File: src/rtl/tmc_pkg.sv
// ----------------------------------------------------------------------------
// tmc_pkg
// Shared types, widths and register defaults for the tilt midpoint calibrator.
// ----------------------------------------------------------------------------
package tmc_pkg;

  // Field widths
  localparam int PITCH_W    = 17;
  localparam int RAW_W      = 16;
  localparam int COUNT_W    = 16;
  localparam int ALPHA_W    = 16;
  localparam int ALPHA_FRAC = 16;
  localparam int CFG_ADDR_W = 3;
  localparam int CFG_DATA_W = 32;
  localparam int S_TDATA_W  = 88;
  localparam int M_TDATA_W  = 56;

  // Default parameter values
  localparam int INVALID_RUN_LIMIT_DEF      = 5;
  localparam int FILTER_EXTRA_FRAC_BITS_DEF = 16;

  // Register reset values
  localparam logic [15:0] UPRIGHT_WINDOW_RST     = 16'd3072;
  localparam logic [14:0] GYRO_MAX_RST           = 15'd32;
  localparam logic [31:0] ACCEL_SQ_MIN_RST       = 32'd193945617;
  localparam logic [31:0] ACCEL_SQ_MAX_RST       = 32'd355005891;
  localparam logic [15:0] RANGE_LIMIT_RST        = 16'd205;
  localparam logic [15:0] FILTER_ERROR_LIMIT_RST = 16'd154;
  localparam logic [15:0] STABLE_TARGET_RST      = 16'd300;
  localparam logic [15:0] FILTER_ALPHA_RST       = 16'd2621;

  // Register indexes
  typedef enum logic [CFG_ADDR_W-1:0] {
    REG_UPRIGHT_WINDOW     = 3'd0,
    REG_GYRO_MAX           = 3'd1,
    REG_ACCEL_SQ_MIN       = 3'd2,
    REG_ACCEL_SQ_MAX       = 3'd3,
    REG_RANGE_LIMIT        = 3'd4,
    REG_FILTER_ERROR_LIMIT = 3'd5,
    REG_STABLE_TARGET      = 3'd6,
    REG_FILTER_ALPHA       = 3'd7
  } reg_index_t;

  // Configuration bundle
  typedef struct packed {
    logic [15:0] upright_window;
    logic [14:0] gyro_max;
    logic [31:0] accel_sq_min;
    logic [31:0] accel_sq_max;
    logic [15:0] range_limit;
    logic [15:0] filter_error_limit;
    logic [15:0] stable_target;
    logic [ALPHA_W-1:0] filter_alpha;
  } cfg_t;

  // One IMU sample
  typedef struct packed {
    logic signed [PITCH_W-1:0] pitch_angle;
    logic signed [RAW_W-1:0]   gyro_y_raw;
    logic signed [RAW_W-1:0]   accel_x_raw;
    logic signed [RAW_W-1:0]   accel_y_raw;
    logic signed [RAW_W-1:0]   accel_z_raw;
  } sample_t;

  // Qualified sample handed to the update stage
  typedef struct packed {
    logic                      restart;
    logic                      qual;
    logic signed [PITCH_W-1:0] pitch_angle;
  } stage_t;

  // One result transaction
  typedef struct packed {
    logic                      sample_qualified;
    logic                      midpoint_ready;
    logic                      newly_ready;
    logic signed [PITCH_W-1:0] midpoint_angle;
    logic signed [PITCH_W-1:0] filter_pitch;
    logic [COUNT_W-1:0]        stable_count;
  } result_t;

endpackage

File: src/rtl/tmc_qualify.sv
// ----------------------------------------------------------------------------
// tmc_qualify
// Sample qualification: pitch window, gyro limit and squared accel window.
// ----------------------------------------------------------------------------
module tmc_qualify (
  input  tmc_pkg::sample_t sample,
  input  tmc_pkg::cfg_t    cfg,
  output logic             qual
);
  import tmc_pkg::*;

  logic signed [PITCH_W:0] pitch_ext;
  logic signed [PITCH_W:0] window_pos;
  logic signed [PITCH_W:0] window_neg;
  logic signed [RAW_W:0]   gyro_ext;
  logic        [RAW_W:0]   gyro_abs;
  logic signed [31:0]      sq_x;
  logic signed [31:0]      sq_y;
  logic signed [31:0]      sq_z;
  logic        [31:0]      sq_sum;
  logic                    pitch_ok;
  logic                    gyro_ok;
  logic                    accel_ok;

  // Pitch inside the upright window
  assign pitch_ext  = {sample.pitch_angle[PITCH_W-1], sample.pitch_angle};
  assign window_pos = $signed({2'b00, cfg.upright_window});
  assign window_neg = -window_pos;
  assign pitch_ok   = (pitch_ext >= window_neg) && (pitch_ext <= window_pos);

  // Absolute gyro rate within its limit
  assign gyro_ext = {sample.gyro_y_raw[RAW_W-1], sample.gyro_y_raw};
  assign gyro_abs = gyro_ext[RAW_W] ? (RAW_W+1)'(-gyro_ext) : gyro_ext;
  assign gyro_ok  = gyro_abs <= {2'b00, cfg.gyro_max};

  // Squared accel magnitude; the sum of three squares stays below 2^32
  assign sq_x     = sample.accel_x_raw * sample.accel_x_raw;
  assign sq_y     = sample.accel_y_raw * sample.accel_y_raw;
  assign sq_z     = sample.accel_z_raw * sample.accel_z_raw;
  assign sq_sum   = $unsigned(sq_x) + $unsigned(sq_y) + $unsigned(sq_z);
  assign accel_ok = (sq_sum >= cfg.accel_sq_min) && (sq_sum <= cfg.accel_sq_max);

  assign qual = pitch_ok && gyro_ok && accel_ok;

endmodule

File: config.mk
export PLATFORM = sky130hd
export DESIGN_NAME = tmc_qualify
export DESIGN_NICKNAME = d
export VERILOG_FILES = /design/src/rtl/tmc_pkg.sv /design/src/rtl/tmc_qualify.sv
export SDC_FILE = /design/constraint.sdc
export NUM_CORES = 2
export LEC_CHECK = 0
export BUFFER_PORTS_ARGS = -buffer_cell sky130_fd_sc_hd__buf_2
export CAP_MARGIN = 10
export CORE_ASPECT_RATIO = 1.1
export CORE_MARGIN = 2
export CORE_UTILIZATION = 65
export DETAILED_ROUTE_END_ITERATION = 8
export PLACE_DENSITY = 0.95
export SLEW_MARGIN = 10
export SYNTH_ARGS = -nofsm -noshare
export SYNTH_HDL_FRONTEND = slang
export SYNTH_SLANG_ARGS = --single-unit
File: constraint.sdc
create_clock -name vclk -period 34.1
set_input_delay 10.23 -clock vclk [all_inputs]
set_output_delay 10.23 -clock vclk [all_outputs]
set_load 0.02 [all_outputs]
==> impl_metrics.py <==
metrics = {
    "cells_and_area": {
        "fin_nets": 4665,
        "regArea_um2": 0,
        "area_delta_synth_final_pct": 4.74,
        "final_common_cell": "inv_1",
        "seq_cells": 0,
        "n_fill_cell": 2991,
        "drive_above_1_share_pct": 5.94,
        "num-clock-buffers": 0,
        "final_cell_mix": "inv_1, fa_1, ha_1, nand2_1, buf_2",
    },
    "sta": {
        "finalSetupTns_ns": 0,
        "rsz0062_at_grt": "no",
        "fmax_mhz": 31.5,
        "report.final.slew_viol_count": 0,
        "setup_viol": 0,
        "finalHoldViolations": 0,
        "worst_pin_slew_ns": 0.793,
        "period_share_pct": 93.1,
        "period_needed_ns": 31.76,
        "maxSlewHeadroom_pct": 47.1,
        "holdWs_ns": 21.05,
    },
    "setup_path": {
        "crit_family": "adder cells",
        "critPathBufInv": 8,
        "endpoint_kind": "output port",
        "cp.required_ns": 23.87,
        "cp_slowest_cell": "fa_1",
        "startpoint_type": "primary input",
        "path_common_cell": "fa_1",
        "path_max_fanout": 31,
        "crit_arrival_ns": 21.53,
        "crit_type": "primary input to output port",
        "cpPeakStageDelay_ns": 0.66,
    },
    "detailed_routing": {
        "postRouteAntennaNets": 0,
        "firstDrtPassIters": 7,
        "via_per_inst": 5.72,
        "vias": 22200,
        "drt_iter0_drc": 1766,
        "drt-wirelength-per-cell_um": 19.7,
        "drc": 0,
        "wl_mm": 76.5,
    },
    "place": {
        "dpl.hpwl_mm": 67.9,
        "port_buffers": 177,
        "gp_congestion": 0.938,
    },
    "grt": {
        "grt_use_total_pct": 34.2,
        "met1_usage_pct": 34.9,
        "grt_max_degree": 32,
        "antenna_found_initial": 8,
        "use_met2_pct": 61.1,
        "grt_pass1_vias": 26500,
        "busiest_layer": "met2",
        "grt_util_met3_pct": 5.56,
        "grt_overflow": 0,
        "grt_pass1_wl_mm": 126,
    },
    "clocking": {
        "cts-resized-gates": 0,
        "post_cts_buffers": 0,
        "ctsHoldBuffers": 0,
    },
    "status": {
        "status": "completed",
    },
    "synthesis": {
        "netlist_area_um2": 29900,
        "seq_area_frac_synth_pct": 0,
        "synth_nets": 4546,
        "yosysTopAreaCellShare_pct": 54.8,
        "synth_area_leader_cell": "fa_1",
        "ys_warn_count": 0,
        "ys_types": 52,
        "synth_cells": 3168,
        "synth_area_leaders": "fa_1, inv_1, ha_1, and2_1, xnor2_1",
        "avgSynthCellArea_um2": 9.42,
    },
    "floorplan": {
        "io_pins": 241,
        "initial_core_util_pct": 65.7,
        "rows": 82,
        "core_area_um2": 45500,
        "die_w_um": 208,
        "die_h_um": 229,
        "die_area_um2": 47700,
    },
    "job": {
        "maxCapViolCount": 0,
    },
    "min_path": {
        "hp-class": "primary input to output port",
    },
}
## per-stage QoR
| step | setup slack, ns | cell area [µm²] | utilization, % | instances |
|---|---|---|---|---|
| after floorplan | 4.43 | 29900 | - | 3168 |
| after global placement | 2.72 | 31200 | 68.8 | 3873 |
| after detailed placement | 2.42 | 31200 | 68.8 | 3873 |
| after CTS | 2.39 | 31200 | 68.8 | 3873 |
| after global routing | 1.82 | 31300 | 68.8 | 3880 |
| final | 2.34 | 31300 | 68.8 | 3881 |
## worst min-delay path, stage by stage
cell and delay, ns:
buf_2 0.12, nor2_1 0.10, o211ai_1 0.09, nand4_1 0.07, a211oi_1 0.05, buf_2 0.15
## path summary, 6_finish.rpt
kind | startpoint | to | slack (ns) | cells past startpoint
max | sample[15] | qual | 2.34 | 36
min | sample[80] | qual | 21.05 | 6
## area by class of cell
class / count / area (µm²) / area share, %
timing repair buffer: 177 / 886 / 2.83
inverter: 1094 / 4110 / 13.1
antenna: 8 / 20.0 / 0.0640
multi-input combinational: 2014 / 25500 / 81.6
tap: 588 / 736 / 2.35
## synth_stat cells, types with 7 or more instances
master	n
inv_1	1094
fa_1	817
ha_1	321
nand2_1	208
and2_1	168
xnor2_1	91
nor2_1	65
clkbuf_1	60
a21oi_1	46
a21o_1	38
o21ai_0	31
nor2b_1	30
nand2b_1	29
nand4_1	24
xor2_1	17
nor3_1	15
nor4_1	10
and3_1	9
nand3_1	9
or2_2	8
a31oi_1	7
## metal layers
metal	wire length, µm	vias to the layer above
li1	-	9312
met1	23100	11100
met2	40700	1221
met3	4830	541
met4	7880	0
met5	0	-
## cell families (layout without fill, tap and decap cells)
| kind of cell | Yosys count | count (layout) | share of synthesized area [%] |
|---|---|---|---|
| buffers and inverters | 1154 | 1271 | 14.5 |
| adder cells (fa/ha/maj) | 1138 | 1138 | 68.2 |
| AND/OR/NAND/NOR | 589 | 589 | 10.0 |
| AO/OA/AOI/OAI | 173 | 173 | 3.83 |
| XOR/XNOR | 108 | 108 | 3.17 |
| multiplexers | 6 | 6 | 0.210 |
| other | 0 | 8 | 0 |
Power is left out: the tool's default activity adds up to more than one toggle a clock period on the data nets, which glitch-free logic cannot reach.
