[src/rtl/tmc_pkg.sv]
// ----------------------------------------------------------------------------
// tmc_pkg
// Shared types, widths and register defaults for the tilt midpoint calibrator.
// ----------------------------------------------------------------------------
package tmc_pkg;

  // Field widths
  localparam int PITCH_W    = 17;
  localparam int RAW_W      = 16;
  localparam int COUNT_W    = 16;
  localparam int ALPHA_W    = 16;
  localparam int ALPHA_FRAC = 16;
  localparam int CFG_ADDR_W = 3;
  localparam int CFG_DATA_W = 32;
  localparam int S_TDATA_W  = 88;
  localparam int M_TDATA_W  = 56;

  // Default parameter values
  localparam int INVALID_RUN_LIMIT_DEF      = 5;
  localparam int FILTER_EXTRA_FRAC_BITS_DEF = 16;

  // Register reset values
  localparam logic [15:0] UPRIGHT_WINDOW_RST     = 16'd3072;
  localparam logic [14:0] GYRO_MAX_RST           = 15'd32;
  localparam logic [31:0] ACCEL_SQ_MIN_RST       = 32'd193945617;
  localparam logic [31:0] ACCEL_SQ_MAX_RST       = 32'd355005891;
  localparam logic [15:0] RANGE_LIMIT_RST        = 16'd205;
  localparam logic [15:0] FILTER_ERROR_LIMIT_RST = 16'd154;
  localparam logic [15:0] STABLE_TARGET_RST      = 16'd300;
  localparam logic [15:0] FILTER_ALPHA_RST       = 16'd2621;

  // Register indexes
  typedef enum logic [CFG_ADDR_W-1:0] {
    REG_UPRIGHT_WINDOW     = 3'd0,
    REG_GYRO_MAX           = 3'd1,
    REG_ACCEL_SQ_MIN       = 3'd2,
    REG_ACCEL_SQ_MAX       = 3'd3,
    REG_RANGE_LIMIT        = 3'd4,
    REG_FILTER_ERROR_LIMIT = 3'd5,
    REG_STABLE_TARGET      = 3'd6,
    REG_FILTER_ALPHA       = 3'd7
  } reg_index_t;

  // Configuration bundle
  typedef struct packed {
    logic [15:0] upright_window;
    logic [14:0] gyro_max;
    logic [31:0] accel_sq_min;
    logic [31:0] accel_sq_max;
    logic [15:0] range_limit;
    logic [15:0] filter_error_limit;
    logic [15:0] stable_target;
    logic [ALPHA_W-1:0] filter_alpha;
  } cfg_t;

  // One IMU sample
  typedef struct packed {
    logic signed [PITCH_W-1:0] pitch_angle;
    logic signed [RAW_W-1:0]   gyro_y_raw;
    logic signed [RAW_W-1:0]   accel_x_raw;
    logic signed [RAW_W-1:0]   accel_y_raw;
    logic signed [RAW_W-1:0]   accel_z_raw;
  } sample_t;

  // Qualified sample handed to the update stage
  typedef struct packed {
    logic                      restart;
    logic                      qual;
    logic signed [PITCH_W-1:0] pitch_angle;
  } stage_t;

  // One result transaction
  typedef struct packed {
    logic                      sample_qualified;
    logic                      midpoint_ready;
    logic                      newly_ready;
    logic signed [PITCH_W-1:0] midpoint_angle;
    logic signed [PITCH_W-1:0] filter_pitch;
    logic [COUNT_W-1:0]        stable_count;
  } result_t;

endpackage

[src/rtl/tmc_config.sv]
// ----------------------------------------------------------------------------
// tmc_config
// Configuration register file, written through a plain write port.
// ----------------------------------------------------------------------------
module tmc_config (
  input  logic                             clk,
  input  logic                             rst,
  input  logic                             cfg_we,
  input  logic [tmc_pkg::CFG_ADDR_W-1:0]   cfg_addr,
  input  logic [tmc_pkg::CFG_DATA_W-1:0]   cfg_wdata,
  output tmc_pkg::cfg_t                    cfg
);
  import tmc_pkg::*;

  // Load defaults on reset, else write the addressed register
  always_ff @(posedge clk) begin
    if (rst) begin
      cfg.upright_window     <= UPRIGHT_WINDOW_RST;
      cfg.gyro_max           <= GYRO_MAX_RST;
      cfg.accel_sq_min       <= ACCEL_SQ_MIN_RST;
      cfg.accel_sq_max       <= ACCEL_SQ_MAX_RST;
      cfg.range_limit        <= RANGE_LIMIT_RST;
      cfg.filter_error_limit <= FILTER_ERROR_LIMIT_RST;
      cfg.stable_target      <= STABLE_TARGET_RST;
      cfg.filter_alpha       <= FILTER_ALPHA_RST;
    end else if (cfg_we) begin
      case (reg_index_t'(cfg_addr))
        REG_UPRIGHT_WINDOW:     cfg.upright_window     <= cfg_wdata[15:0];
        REG_GYRO_MAX:           cfg.gyro_max           <= cfg_wdata[14:0];
        REG_ACCEL_SQ_MIN:       cfg.accel_sq_min       <= cfg_wdata[31:0];
        REG_ACCEL_SQ_MAX:       cfg.accel_sq_max       <= cfg_wdata[31:0];
        REG_RANGE_LIMIT:        cfg.range_limit        <= cfg_wdata[15:0];
        REG_FILTER_ERROR_LIMIT: cfg.filter_error_limit <= cfg_wdata[15:0];
        REG_STABLE_TARGET:      cfg.stable_target      <= cfg_wdata[15:0];
        REG_FILTER_ALPHA:       cfg.filter_alpha       <= cfg_wdata[ALPHA_W-1:0];
        default: ;
      endcase
    end
  end

endmodule

[config.mk]
export PLATFORM = sky130hd
export DESIGN_NAME = tmc_config
export DESIGN_NICKNAME = d
export VERILOG_FILES = /design/src/rtl/tmc_pkg.sv /design/src/rtl/tmc_config.sv
export SDC_FILE = /design/constraint.sdc
export NUM_CORES = 1
export LEC_CHECK = 0
export BUFFER_PORTS_ARGS = -buffer_cell sky130_fd_sc_hd__buf_2
export CAP_MARGIN = 30
export CORE_ASPECT_RATIO = 0.8
export CORE_MARGIN = 2
export CORE_UTILIZATION = 40
export CTS_CLUSTER_DIAMETER = 60
export DETAILED_ROUTE_END_ITERATION = 10
export PLACE_DENSITY = 0.7
export SETUP_SLACK_MARGIN = 0.2
export SLEW_MARGIN = 20
export SYNTH_ARGS = -nofsm -noshare
export SYNTH_HDL_FRONTEND = slang
export SYNTH_SLANG_ARGS = --single-unit
export TNS_END_PERCENT = 20
[constraint.sdc]
create_clock -name clk -period 3.38 [get_ports clk]
set_input_delay 0.507 -clock clk [delete_from_list [all_inputs] [get_ports clk]]
set_output_delay 0.507 -clock clk [all_outputs]
set_load 0.02 [all_outputs]
==> run_results.csv <==
group,metric,value,unit
status,status,"completed",
cts,cts-buffers-inserted,17,
worst_hold_path,hold_path_startpoint,"cfg_wdata[16]",
finish,final_nets,809,
synthesis,ys_warn_count,0,
critical_path,rr_startpoint,"cfg[100]$_SDFFE_PP1P_",
timing,clock.fmax,609,MHz
floorplan,rows,40,
routing,drt_first_pass_iters,4,
place,dp_cells,960,
routing,drtAntennaViolNets,0,
critical_path,reg2reg_slack,2.73,ns
timing,fin_crit_sh,48.6,%
grt,grt_pass1_vias,4549,
cts,cts_root_buffer,"clkbuf_16",
floorplan,pin_count,197,
synthesis,synthArstFlopShare,0,%
routing,avgRoutedWirePerCell,17.1,um
cts,clock-sinks,159,
cts,cts_max_level,4,
finish,layout.cells.non_filler,995,
floorplan,die_area,16800,um^2
synthesis,yosys.area_share.adder,0,%
floorplan,die_y,116,um
floorplan,core_area,15200,um^2
grt,grt_pass1_wl,25.8,mm
timing,finalHoldViolCount,0,
power,p_leak,3.95,nW
finish,areaGrowthSynthToFinish,27.4,%
critical_path,cpPeakStageDelay,0.59,ns
floorplan,start_util,41.4,%
synthesis,syn_area_per_cell,10.6,um^2
grt,track_usage,20.7,%
finish,nFillCells,1374,
synthesis,synth_edf_count,0,
cts,path_clk_slew,0.07,ns
synthesis,synth_compound_gate_area_share,0,%
place,routabilityCongestion,0.814,
timing,worst_slew_margin_rel,43.7,%
routing,routed_wirelength,17.1,mm
worst_hold_path,hp-class,"input pin to flop",
critical_path,cp_max_fo,96,
critical_path,timing.rr.end,"cfg[100]$_SDFFE_PP1P_",
cts,clk_latency,0.41,ns
synthesis,yosysTopAreaCell,"dfxtp_1",
synthesis,synth_top_family_by_area,"multiplexers",
timing,slew_viol_final,0,
power,ir_drop,0.000314,V
critical_path,crit_required,3.66,ns
worst_hold_path,worstHoldEndpoint,"cfg[80]$_SDFFE_PP0P_",
synthesis,synth_seq_area_share,50.6,%
timing,finalCriticalPeriod,1.64,ns
routing,drcViolationCount,0,
synthesis,synth-xor-area-share,0,%
timing,rsz0062_at_grt,"false",
cts,hold_buffers,0,
run,drv_cap,0,
critical_path,worst-path-buf-inv,2,
floorplan,die_w,144,um
critical_path,path_common_cell,"buf_4",
critical_path,worstPathArrival,1.92,ns
finish,regMostFlops,"cfg",
grt,antenna_found_initial,1,
critical_path,worstPathCellList,"buf_4, buf_4, nand2b_1, mux2i_1",
synthesis,synthCells,592,
synthesis,synth_fp_nets,630,
critical_path,slowest_stage,"buf_4",
place,io_buffers,196,
finish,reg_top3,"cfg x159",
critical_path,path_delay_family,"buffers and inverters",
power,p_per_area,527,nW/um^2
finish,fin_util,52.7,%
synthesis,synth_seq_cells,159,
timing,fin_worst_skew,0,ns
synthesis,yosys.area_share.simple,20.3,%
routing,avgViaCountPerCell,4.75,
critical_path,start_kind,"input pin",
worst_hold_path,hold_depth,3,
synthesis,synth_mux_area_share,25.3,%
critical_path,rr_worst_depth,2,
synthesis,synth_top_flop_cell,"dfxtp_1",
synthesis,synth_area_leaders,"dfxtp_1, mux2i_1, nand2b_1, nor2_1, buf_2",
critical_path,path_class,"input pin to flop",
place,dp_hpwl,12.2,mm
cts,cts_tree,"built",
routing,vias,4726,
cts,cts_setup_buffers,0,
synthesis,netlist_top_cells_count,"dfxtp_1, mux2i_1, nand2b_1, nor2_1, clkbuf_1",
timing,tightestPinTransition,0.844,ns
grt,grt_max_degree,97,
cts,cts-resized-gates,0,
synthesis,synth_cell_type_count,16,
critical_path,crit_path_end_kind,"flop",
cts,cts_buffer_depth,2,
timing,setup_tns,0,ns
timing,finalSetupViolCount,0,
finish,largest_reg_flops,159,
routing,drt_iter0_drc,195,
finish,drive_above_1_share,30.6,%
synthesis,syn_area,6290,um^2
synthesis,synth_top_area_share,50.6,%
power,total_power,4.23,mW
grt,overflow,0,
==> worst min-delay path, cell delays in order <==
cell,delay (ns)
buf_2,0.10
nand2b_1,0.06
mux2i_1,0.06
==> where the power goes <==
group / switching (mW) / internal (mW)
clock: 0.756 / 1.20
sequential: 0.0232 / 1.92
combinational: 0.201 / 0.126
total: 0.980 / 3.25
==> cell type report <==
type                    instances  area [um^2]  share of cell area, %
clock inverters                 9          133                   1.65
flip-flops and latches        159         3180                   39.7
diodes                          1         2.50                 0.0312
well taps                     210          263                   3.28
repair buffers                207         1080                   13.5
multi-input cells             386         2890                   36.0
clock buffers                  23          468                   5.84
==> routing by layer <==
metal | vias to the layer above | wire (um) | global-route usage [%]
met1 | 2276 | 8120 | 27.2
met2 | 120 | 7880 | 33.6
met4 | 0 | 194 | 6.15
met3 | 14 | 867 | 5.62
met5 | - | 0 | 0
li1 | 2316 | - | -
==> kinds of logic (layout without fill, tap and decap cells) <==
kind of cell           Yosys count  in the layout
AND/OR/NAND/NOR                227            227
multiplexers                   159            159
flip-flops                     159            159
other                            0              1
buffers and inverters           47            239
==> how the worst max path moves through the flow <==
stage / startpoint / to / slack, ns / cells after the start
6_report: rst / cfg[118]$_SDFFE_PP0P_ / 1.74 / 4
5_1_grt: rst / cfg[118]$_SDFFE_PP0P_ / 1.64 / 4
4_1_cts: cfg_addr[2] / cfg[98]$_SDFFE_PP0P_ / 1.74 / 3
3_5_place_dp: cfg_addr[2] / cfg[107]$_SDFFE_PP0P_ / 1.31 / 3
3_3_place_gp: cfg_addr[2] / cfg[71]$_SDFFE_PP1P_ / 1.38 / 3
2_1_floorplan: cfg_addr[1] / cfg[152]$_SDFFE_PP0P_ / 1.71 / 5
==> placed cells by master (no fill, tap or decap), types with 2 or more instances in the layout <==
master / count
clkinv_2: 2
buf_2: 195
nand2b_1: 139
nor2_1: 77
clkbuf_16: 17
clkinvlp_4: 2
bufinv_16: 3
clkbuf_8: 2
nand4b_1: 3
buf_4: 9
clkbuf_1: 4
and4bb_2: 2
dfxtp_1: 159
mux2i_1: 159
nand4bb_1: 2
buf_6: 2
==> stage by stage <==
step | area (um^2) | hold slack, ns | worst slack, ns
after global routing | 8020 | 0.338 | 1.64
final | 8020 | 0.353 | 1.74
after detailed placement | 7390 | 0.463 | 1.31
after CTS | 7990 | 0.341 | 1.74
after floorplan | 6290 | 0.546 | 1.71
after global placement | 7370 | 0.455 | 1.38
(Power assumes the default switching activity.)
