[config.mk]
export PLATFORM = sky130hd
export DESIGN_NAME = tmc_update
export DESIGN_NICKNAME = d
export VERILOG_FILES = /design/src/rtl/tmc_pkg.sv /design/src/rtl/tmc_update.sv
export SDC_FILE = /design/constraint.sdc
export NUM_CORES = 2
export LEC_CHECK = 0
export ABC_AREA = 1
export BUFFER_PORTS_ARGS = -buffer_cell sky130_fd_sc_hd__buf_2
export CAP_MARGIN = 20
export CORE_ASPECT_RATIO = 1.75
export CORE_MARGIN = 2
export CORE_UTILIZATION = 30
export DETAILED_ROUTE_END_ITERATION = 16
export PLACE_DENSITY = 0.53
export REMOVE_ABC_BUFFERS = 1
export SLEW_MARGIN = 5
export SYNTH_ARGS = -nofsm -noshare
export SYNTH_HDL_FRONTEND = slang
export SYNTH_SLANG_ARGS = --single-unit
[constraint.sdc]
create_clock -name clk -period 36.4 [get_ports clk]
set_input_delay 5.46 -clock clk [delete_from_list [all_inputs] [get_ports clk]]
set_output_delay 5.46 -clock clk [all_outputs]
set_load 0.005 [all_outputs]
[src/rtl/tmc_pkg.sv]
// ----------------------------------------------------------------------------
// tmc_pkg
// Shared types, widths and register defaults for the tilt midpoint calibrator.
// ----------------------------------------------------------------------------
package tmc_pkg;

  // Field widths
  localparam int PITCH_W    = 17;
  localparam int RAW_W      = 16;
  localparam int COUNT_W    = 16;
  localparam int ALPHA_W    = 16;
  localparam int ALPHA_FRAC = 16;
  localparam int CFG_ADDR_W = 3;
  localparam int CFG_DATA_W = 32;
  localparam int S_TDATA_W  = 88;
  localparam int M_TDATA_W  = 56;

  // Default parameter values
  localparam int INVALID_RUN_LIMIT_DEF      = 5;
  localparam int FILTER_EXTRA_FRAC_BITS_DEF = 16;

  // Register reset values
  localparam logic [15:0] UPRIGHT_WINDOW_RST     = 16'd3072;
  localparam logic [14:0] GYRO_MAX_RST           = 15'd32;
  localparam logic [31:0] ACCEL_SQ_MIN_RST       = 32'd193945617;
  localparam logic [31:0] ACCEL_SQ_MAX_RST       = 32'd355005891;
  localparam logic [15:0] RANGE_LIMIT_RST        = 16'd205;
  localparam logic [15:0] FILTER_ERROR_LIMIT_RST = 16'd154;
  localparam logic [15:0] STABLE_TARGET_RST      = 16'd300;
  localparam logic [15:0] FILTER_ALPHA_RST       = 16'd2621;

  // Register indexes
  typedef enum logic [CFG_ADDR_W-1:0] {
    REG_UPRIGHT_WINDOW     = 3'd0,
    REG_GYRO_MAX           = 3'd1,
    REG_ACCEL_SQ_MIN       = 3'd2,
    REG_ACCEL_SQ_MAX       = 3'd3,
    REG_RANGE_LIMIT        = 3'd4,
    REG_FILTER_ERROR_LIMIT = 3'd5,
    REG_STABLE_TARGET      = 3'd6,
    REG_FILTER_ALPHA       = 3'd7
  } reg_index_t;

  // Configuration bundle
  typedef struct packed {
    logic [15:0] upright_window;
    logic [14:0] gyro_max;
    logic [31:0] accel_sq_min;
    logic [31:0] accel_sq_max;
    logic [15:0] range_limit;
    logic [15:0] filter_error_limit;
    logic [15:0] stable_target;
    logic [ALPHA_W-1:0] filter_alpha;
  } cfg_t;

  // One IMU sample
  typedef struct packed {
    logic signed [PITCH_W-1:0] pitch_angle;
    logic signed [RAW_W-1:0]   gyro_y_raw;
    logic signed [RAW_W-1:0]   accel_x_raw;
    logic signed [RAW_W-1:0]   accel_y_raw;
    logic signed [RAW_W-1:0]   accel_z_raw;
  } sample_t;

  // Qualified sample handed to the update stage
  typedef struct packed {
    logic                      restart;
    logic                      qual;
    logic signed [PITCH_W-1:0] pitch_angle;
  } stage_t;

  // One result transaction
  typedef struct packed {
    logic                      sample_qualified;
    logic                      midpoint_ready;
    logic                      newly_ready;
    logic signed [PITCH_W-1:0] midpoint_angle;
    logic signed [PITCH_W-1:0] filter_pitch;
    logic [COUNT_W-1:0]        stable_count;
  } result_t;

endpackage

[src/rtl/tmc_update.sv]
// ----------------------------------------------------------------------------
// tmc_update
// Calibration state: invalid run, min/max tracking, exponential filter,
// stable count and midpoint latch. Produces the result of each transaction.
// ----------------------------------------------------------------------------
module tmc_update #(
  parameter int INVALID_RUN_LIMIT      = tmc_pkg::INVALID_RUN_LIMIT_DEF,
  parameter int FILTER_EXTRA_FRAC_BITS = tmc_pkg::FILTER_EXTRA_FRAC_BITS_DEF
) (
  input  logic             clk,
  input  logic             rst,
  input  logic             step,
  input  tmc_pkg::stage_t  stage,
  input  tmc_pkg::cfg_t    cfg,
  output tmc_pkg::result_t result
);
  import tmc_pkg::*;

  localparam int FW    = PITCH_W + FILTER_EXTRA_FRAC_BITS;  // filter value
  localparam int DW    = FW + 1;                            // differences
  localparam int PW    = DW + ALPHA_W + 1;                  // alpha product
  localparam int RUN_W = $clog2(INVALID_RUN_LIMIT + 1);

  localparam logic [RUN_W-1:0] RUN_LIMIT = RUN_W'(INVALID_RUN_LIMIT);

  // State
  logic                      started;
  logic [RUN_W-1:0]          run;
  logic signed [FW-1:0]      fval;
  logic [COUNT_W-1:0]        cnt;
  logic signed [PITCH_W-1:0] pmin;
  logic signed [PITCH_W-1:0] pmax;
  logic signed [PITCH_W-1:0] mid;
  logic                      rdy;

  logic                      started_next;
  logic [RUN_W-1:0]          run_next;
  logic signed [FW-1:0]      fval_next;
  logic [COUNT_W-1:0]        cnt_next;
  logic signed [PITCH_W-1:0] pmin_next;
  logic signed [PITCH_W-1:0] pmax_next;
  logic signed [PITCH_W-1:0] mid_next;
  logic                      rdy_next;
  logic                      newly;
  logic                      qual_out;

  // Datapath
  logic signed [FW-1:0]      pe;
  logic signed [DW-1:0]      diff;
  logic signed [PW-1:0]      prod;
  logic signed [DW-1:0]      fnew_w;
  logic signed [FW-1:0]      fnew;
  logic signed [DW-1:0]      err;
  logic        [DW-1:0]      err_abs;
  logic        [DW-1:0]      err_limit;
  logic signed [PITCH_W-1:0] pmin_upd;
  logic signed [PITCH_W-1:0] pmax_upd;
  logic signed [PITCH_W:0]   spread;
  logic [RUN_W-1:0]          run_inc;
  logic [COUNT_W-1:0]        cnt_inc;
  logic                      range_bad;
  logic                      err_bad;

  // Filter step: f' = f + floor(alpha * (P - f) / 2^16)
  assign pe      = $signed({stage.pitch_angle, {FILTER_EXTRA_FRAC_BITS{1'b0}}});
  assign diff    = DW'(pe) - DW'(fval);
  assign prod    = $signed({1'b0, cfg.filter_alpha}) * diff;
  assign fnew_w  = DW'(fval) + $signed(prod[DW+ALPHA_FRAC-1:ALPHA_FRAC]);
  assign fnew    = fnew_w[FW-1:0];
  assign err     = DW'(pe) - DW'(fnew);
  assign err_abs = err[DW-1] ? DW'(-err) : DW'(err);
  assign err_limit = DW'({cfg.filter_error_limit, {FILTER_EXTRA_FRAC_BITS{1'b0}}});
  assign err_bad = err_abs > err_limit;

  // Pitch spread of the candidate
  assign pmin_upd  = (stage.pitch_angle < pmin) ? stage.pitch_angle : pmin;
  assign pmax_upd  = (stage.pitch_angle > pmax) ? stage.pitch_angle : pmax;
  assign spread    = (PITCH_W+1)'(pmax_upd) - (PITCH_W+1)'(pmin_upd);
  assign range_bad = spread > $signed({2'b00, cfg.range_limit});

  // Saturating counters
  assign run_inc = (run < RUN_LIMIT) ? run + 1'b1 : run;
  assign cnt_inc = (cnt < cfg.stable_target) ? cnt + 1'b1 : cnt;

  // Next state
  always_comb begin
    started_next = started;
    run_next     = run;
    fval_next    = fval;
    cnt_next     = cnt;
    pmin_next    = pmin;
    pmax_next    = pmax;
    mid_next     = mid;
    rdy_next     = rdy;
    newly        = 1'b0;
    qual_out     = 1'b0;
    if (stage.restart) begin
      started_next = 1'b0;
      run_next     = '0;
      fval_next    = '0;
      cnt_next     = '0;
      pmin_next    = '0;
      pmax_next    = '0;
      mid_next     = '0;
      rdy_next     = 1'b0;
    end else begin
      qual_out = stage.qual;
      if (!rdy) begin
        if (!stage.qual) begin
          run_next = run_inc;
          // Too many unqualified samples in a row: restart the candidate
          if (run_inc >= RUN_LIMIT) begin
            started_next = 1'b0;
            run_next     = '0;
            fval_next    = '0;
            cnt_next     = '0;
            pmin_next    = '0;
            pmax_next    = '0;
          end
        end else begin
          run_next = '0;
          if (!started) begin
            // First qualified sample seeds the candidate
            fval_next    = pe;
            cnt_next     = COUNT_W'(1);
            started_next = 1'b1;
            pmin_next    = stage.pitch_angle;
            pmax_next    = stage.pitch_angle;
          end else if (range_bad || err_bad) begin
            started_next = 1'b0;
            fval_next    = '0;
            cnt_next     = '0;
            pmin_next    = '0;
            pmax_next    = '0;
          end else begin
            pmin_next = pmin_upd;
            pmax_next = pmax_upd;
            fval_next = fnew;
            cnt_next  = cnt_inc;
            // Enough stable samples: latch the midpoint
            if (cnt_inc >= cfg.stable_target) begin
              mid_next = fnew[FW-1:FILTER_EXTRA_FRAC_BITS];
              rdy_next = 1'b1;
              newly    = 1'b1;
            end
          end
        end
      end
    end
  end

  // Result fields after the update
  always_comb begin
    result.sample_qualified = qual_out;
    result.midpoint_ready   = rdy_next;
    result.newly_ready      = newly;
    result.midpoint_angle   = mid_next;
    result.filter_pitch     = fval_next[FW-1:FILTER_EXTRA_FRAC_BITS];
    result.stable_count     = cnt_next;
  end

  // Advance state once per transaction leaving the update stage
  always_ff @(posedge clk) begin
    if (rst) begin
      started <= 1'b0;
      run     <= '0;
      fval    <= '0;
      cnt     <= '0;
      pmin    <= '0;
      pmax    <= '0;
      mid     <= '0;
      rdy     <= 1'b0;
    end else if (step) begin
      started <= started_next;
      run     <= run_next;
      fval    <= fval_next;
      cnt     <= cnt_next;
      pmin    <= pmin_next;
      pmax    <= pmax_next;
      mid     <= mid_next;
      rdy     <= rdy_next;
    end
  end

endmodule
==> impl_metrics.env <==
export IMPL_multi_input_area_sq_um=26230
export IMPL_vias_per_cell=4.832
export IMPL_num_io_pins=234
export IMPL_hold_buffers=0
export IMPL_track_usage_pct=20.22
export IMPL_critPathCaptureType="output pin"
export IMPL_htree_levels=3
export IMPL_cp_required_ps=30940
export IMPL_dr_total_vias=30490
export IMPL_async_flop_share_pct=0
export IMPL_post_cts_setup_buffer_count=0
export IMPL_post_cts_resized=0
export IMPL_hold_viol=0
export IMPL_min_from="pmax[16]"
export IMPL_syn_area_sq_um=33480
export IMPL_grt_pass1_wl_microns=178300
export IMPL_numClockSinks=105
export IMPL_die_area_sq_um=114400
export IMPL_tns_ps=0
export IMPL_yosys_warnings=0
export IMPL_worstHoldPathType="flop to flop"
export IMPL_max_freq_ghz=0.03604
export IMPL_drt_iter0_markers=1660
export IMPL_r2r_slack_ps=18540
export IMPL_dp_hpwl_microns=94690
export IMPL_syn_area_per_cell_sq_um=6.958
export IMPL_relSlewSlack_pct=30.17
export IMPL_worstSetupPathType="input pin to output pin"
export IMPL_antenna_found_initial=0
export IMPL_diodes=0
export IMPL_cts_made_buffers=9
export IMPL_initial_utilization_pct=30.14
export IMPL_chipHeight_microns=445.9
export IMPL_regArea_sq_um=2103
export IMPL_grt_max_degree=101
export IMPL_cts_path_max_buffers=2
export IMPL_clkSlewWorstSetupHoldPaths_ps=80
export IMPL_cts_tree="built"
export IMPL_drc=0
export IMPL_area_delta_synth_final_pct=7.045
export IMPL_crit_arrival_ps=22280
export IMPL_wire_per_inst_microns=18.20
export IMPL_grt_pass1_vias=31830
export IMPL_slowest_stage="xor2_1"
export IMPL_rows=162
export IMPL_max_cap_violations=0
export IMPL_drt_pass1_iterations=5
export IMPL_outcome="finished, final reports clean"
export IMPL_rsz0062_at_grt="false"
export IMPL_port_buffers=138
export IMPL_seq_area_frac_synth_pct=6.279
export IMPL_finalCritPeriodShare_pct=76.22
export IMPL_yosysUniqueCellTypes=68
export IMPL_min_path_cells=2
export IMPL_min_to="pmax[16]"
export IMPL_post_route_min_period_ps=27740
export IMPL_overflow=0
export IMPL_postRouteAntennaNets=0
export IMPL_clock_skew_ps=21.68
export IMPL_rr_endpoint="pmin[16]"
export IMPL_critPathMostFrequentCell="nand2_1"
export IMPL_worst_slew_pin_slew_ps=1034
export IMPL_ys_seq_elements=105
export IMPL_fillers=12390
export IMPL_clk_latency_ps=420
export IMPL_finalMaxSlewViolations=0
export IMPL_cp_max_fo=26
export IMPL_rr_startpoint="fval[0]"
export IMPL_design_core_area_sq_um=111100
export IMPL_cts_root_buf="clkbuf_16"
export IMPL_rr_worst_depth=87
export IMPL_synth_ff_type="dfxtp_1"
export IMPL_synth_edf_count=0
export IMPL_netlist_instances=4811
export IMPL_setup_viol=0
export IMPL_place_gp_congestion=0.9173
export IMPL_critPathLaunchType="input pin"
export IMPL_slowest_delay_ps=570
export IMPL_drt_wl_total_microns=114800
export IMPL_drive_above_1_share_pct=6.391
export IMPL_nets=5817
export IMPL_die_w_microns=256.5
-- state kept, by name, indices dropped and copies added, names as in the netlist --
signal / cells
pmax: 17
cnt: 16
mid: 17
rdy: 1
run: 3
pmin: 17
started: 1
fval: 33
-- layer usage --
| layer | share of wire (%) | wire length, microns | vias up | global-route usage, % |
|---|---|---|---|---|
| li1 | - | - | 14700 | - |
| met1 | 35 | 39670 | 14720 | 20.08 |
| met2 | 55 | 63220 | 786 | 40.25 |
| met3 | 3.3 | 3843 | 282 | 1.351 |
| met4 | 7.1 | 8103 | 0 | 12.56 |
| met5 | 0 | 0 | - | 0 |
-- per-stage QoR --
step           setup WS [ps]  hold WS [ps]  std cells  area [sq um]  utilization [%]
2_1_floorplan          12970         439.3       4641         32630                -
3_3_place_gp            8829         452.9       6294         35500            31.96
3_5_place_dp            8780         455.7       6295         35530            31.98
4_1_cts                 8701         469.0       6311         35840            32.26
5_1_grt                 7239         488.0       6311         35840            32.26
6_report                8655         470.4       6311         35840            32.26
-- synth_stat cells, types with 33 or more instances --
library cell / count / area, sq um
nand2_1: 1026 / 3851
nor2_1: 387 / 1453
fa_1: 505 / 10110
or2_2: 33 / 206.5
a31oi_1: 44 / 275.3
a21oi_1: 290 / 1451
nand3_1: 221 / 1106
inv_1: 1131 / 4245
o21ai_0: 161 / 805.8
clkbuf_1: 115 / 431.7
nor3_1: 33 / 165.2
dfxtp_1: 105 / 2102
xor2_1: 94 / 823.3
nand4_1: 71 / 444.2
ha_1: 301 / 3766
-- worst max-delay path, delay by kind of cell --
kind / cells / cell delay, ps
fa+ha+maj: 11 / 4810
buf+inv: 20 / 2640
xor+xnor: 3 / 970
compound gates: 14 / 3720
simple gates: 37 / 4660
-- layout make-up --
type / instances / area share, %
multi-input cells: 3380 / 73.19
inverters: 1156 / 12.11
flip-flops and latches: 105 / 5.869
well taps: 1476 / 5.153
repair buffers: 178 / 2.821
clock buffers: 10 / 0.6669
clock inverters: 6 / 0.1955
-- worst max path at each step --
stage,start,to,slack (ps),depth (start not counted)
after floorplan,stage[0],result[33],12970,82
after global placement,stage[0],result[10],8830,85
after detailed placement,stage[0],result[12],8780,85
after CTS,stage[0],result[12],8700,85
after global routing,stage[0],result[12],7240,85
final,stage[0],result[12],8660,85
-- kinds of logic (layout without fill, tap and decap cells) --
| kind of cell | count (synthesis) | in the layout | synth area share [%] |
|---|---|---|---|
| xor gates and xnor gates | 124 | 124 | 3.244 |
| DFF | 105 | 105 | 6.279 |
| AOI/OAI and AO/OA | 600 | 600 | 10.07 |
| adders and majority gates | 806 | 806 | 41.45 |
| buffers and inverters | 1326 | 1350 | 15.49 |
| and+or+nand+nor | 1850 | 1850 | 23.48 |
-- layout by cell type, fill, tap and decap left out, types with 93 or more instances in the layout --
cell     count
dfxtp_1    104
a21oi_1    290
nor2_1     387
ha_1       301
inv_1     1130
xor2_1      93
nand3_1    221
fa_1       505
buf_2      138
o21ai_0    161
nand2_1   1025
Power is left out: the tool's default activity adds up to more than one toggle a clock period on the data nets, which glitch-free logic cannot reach.
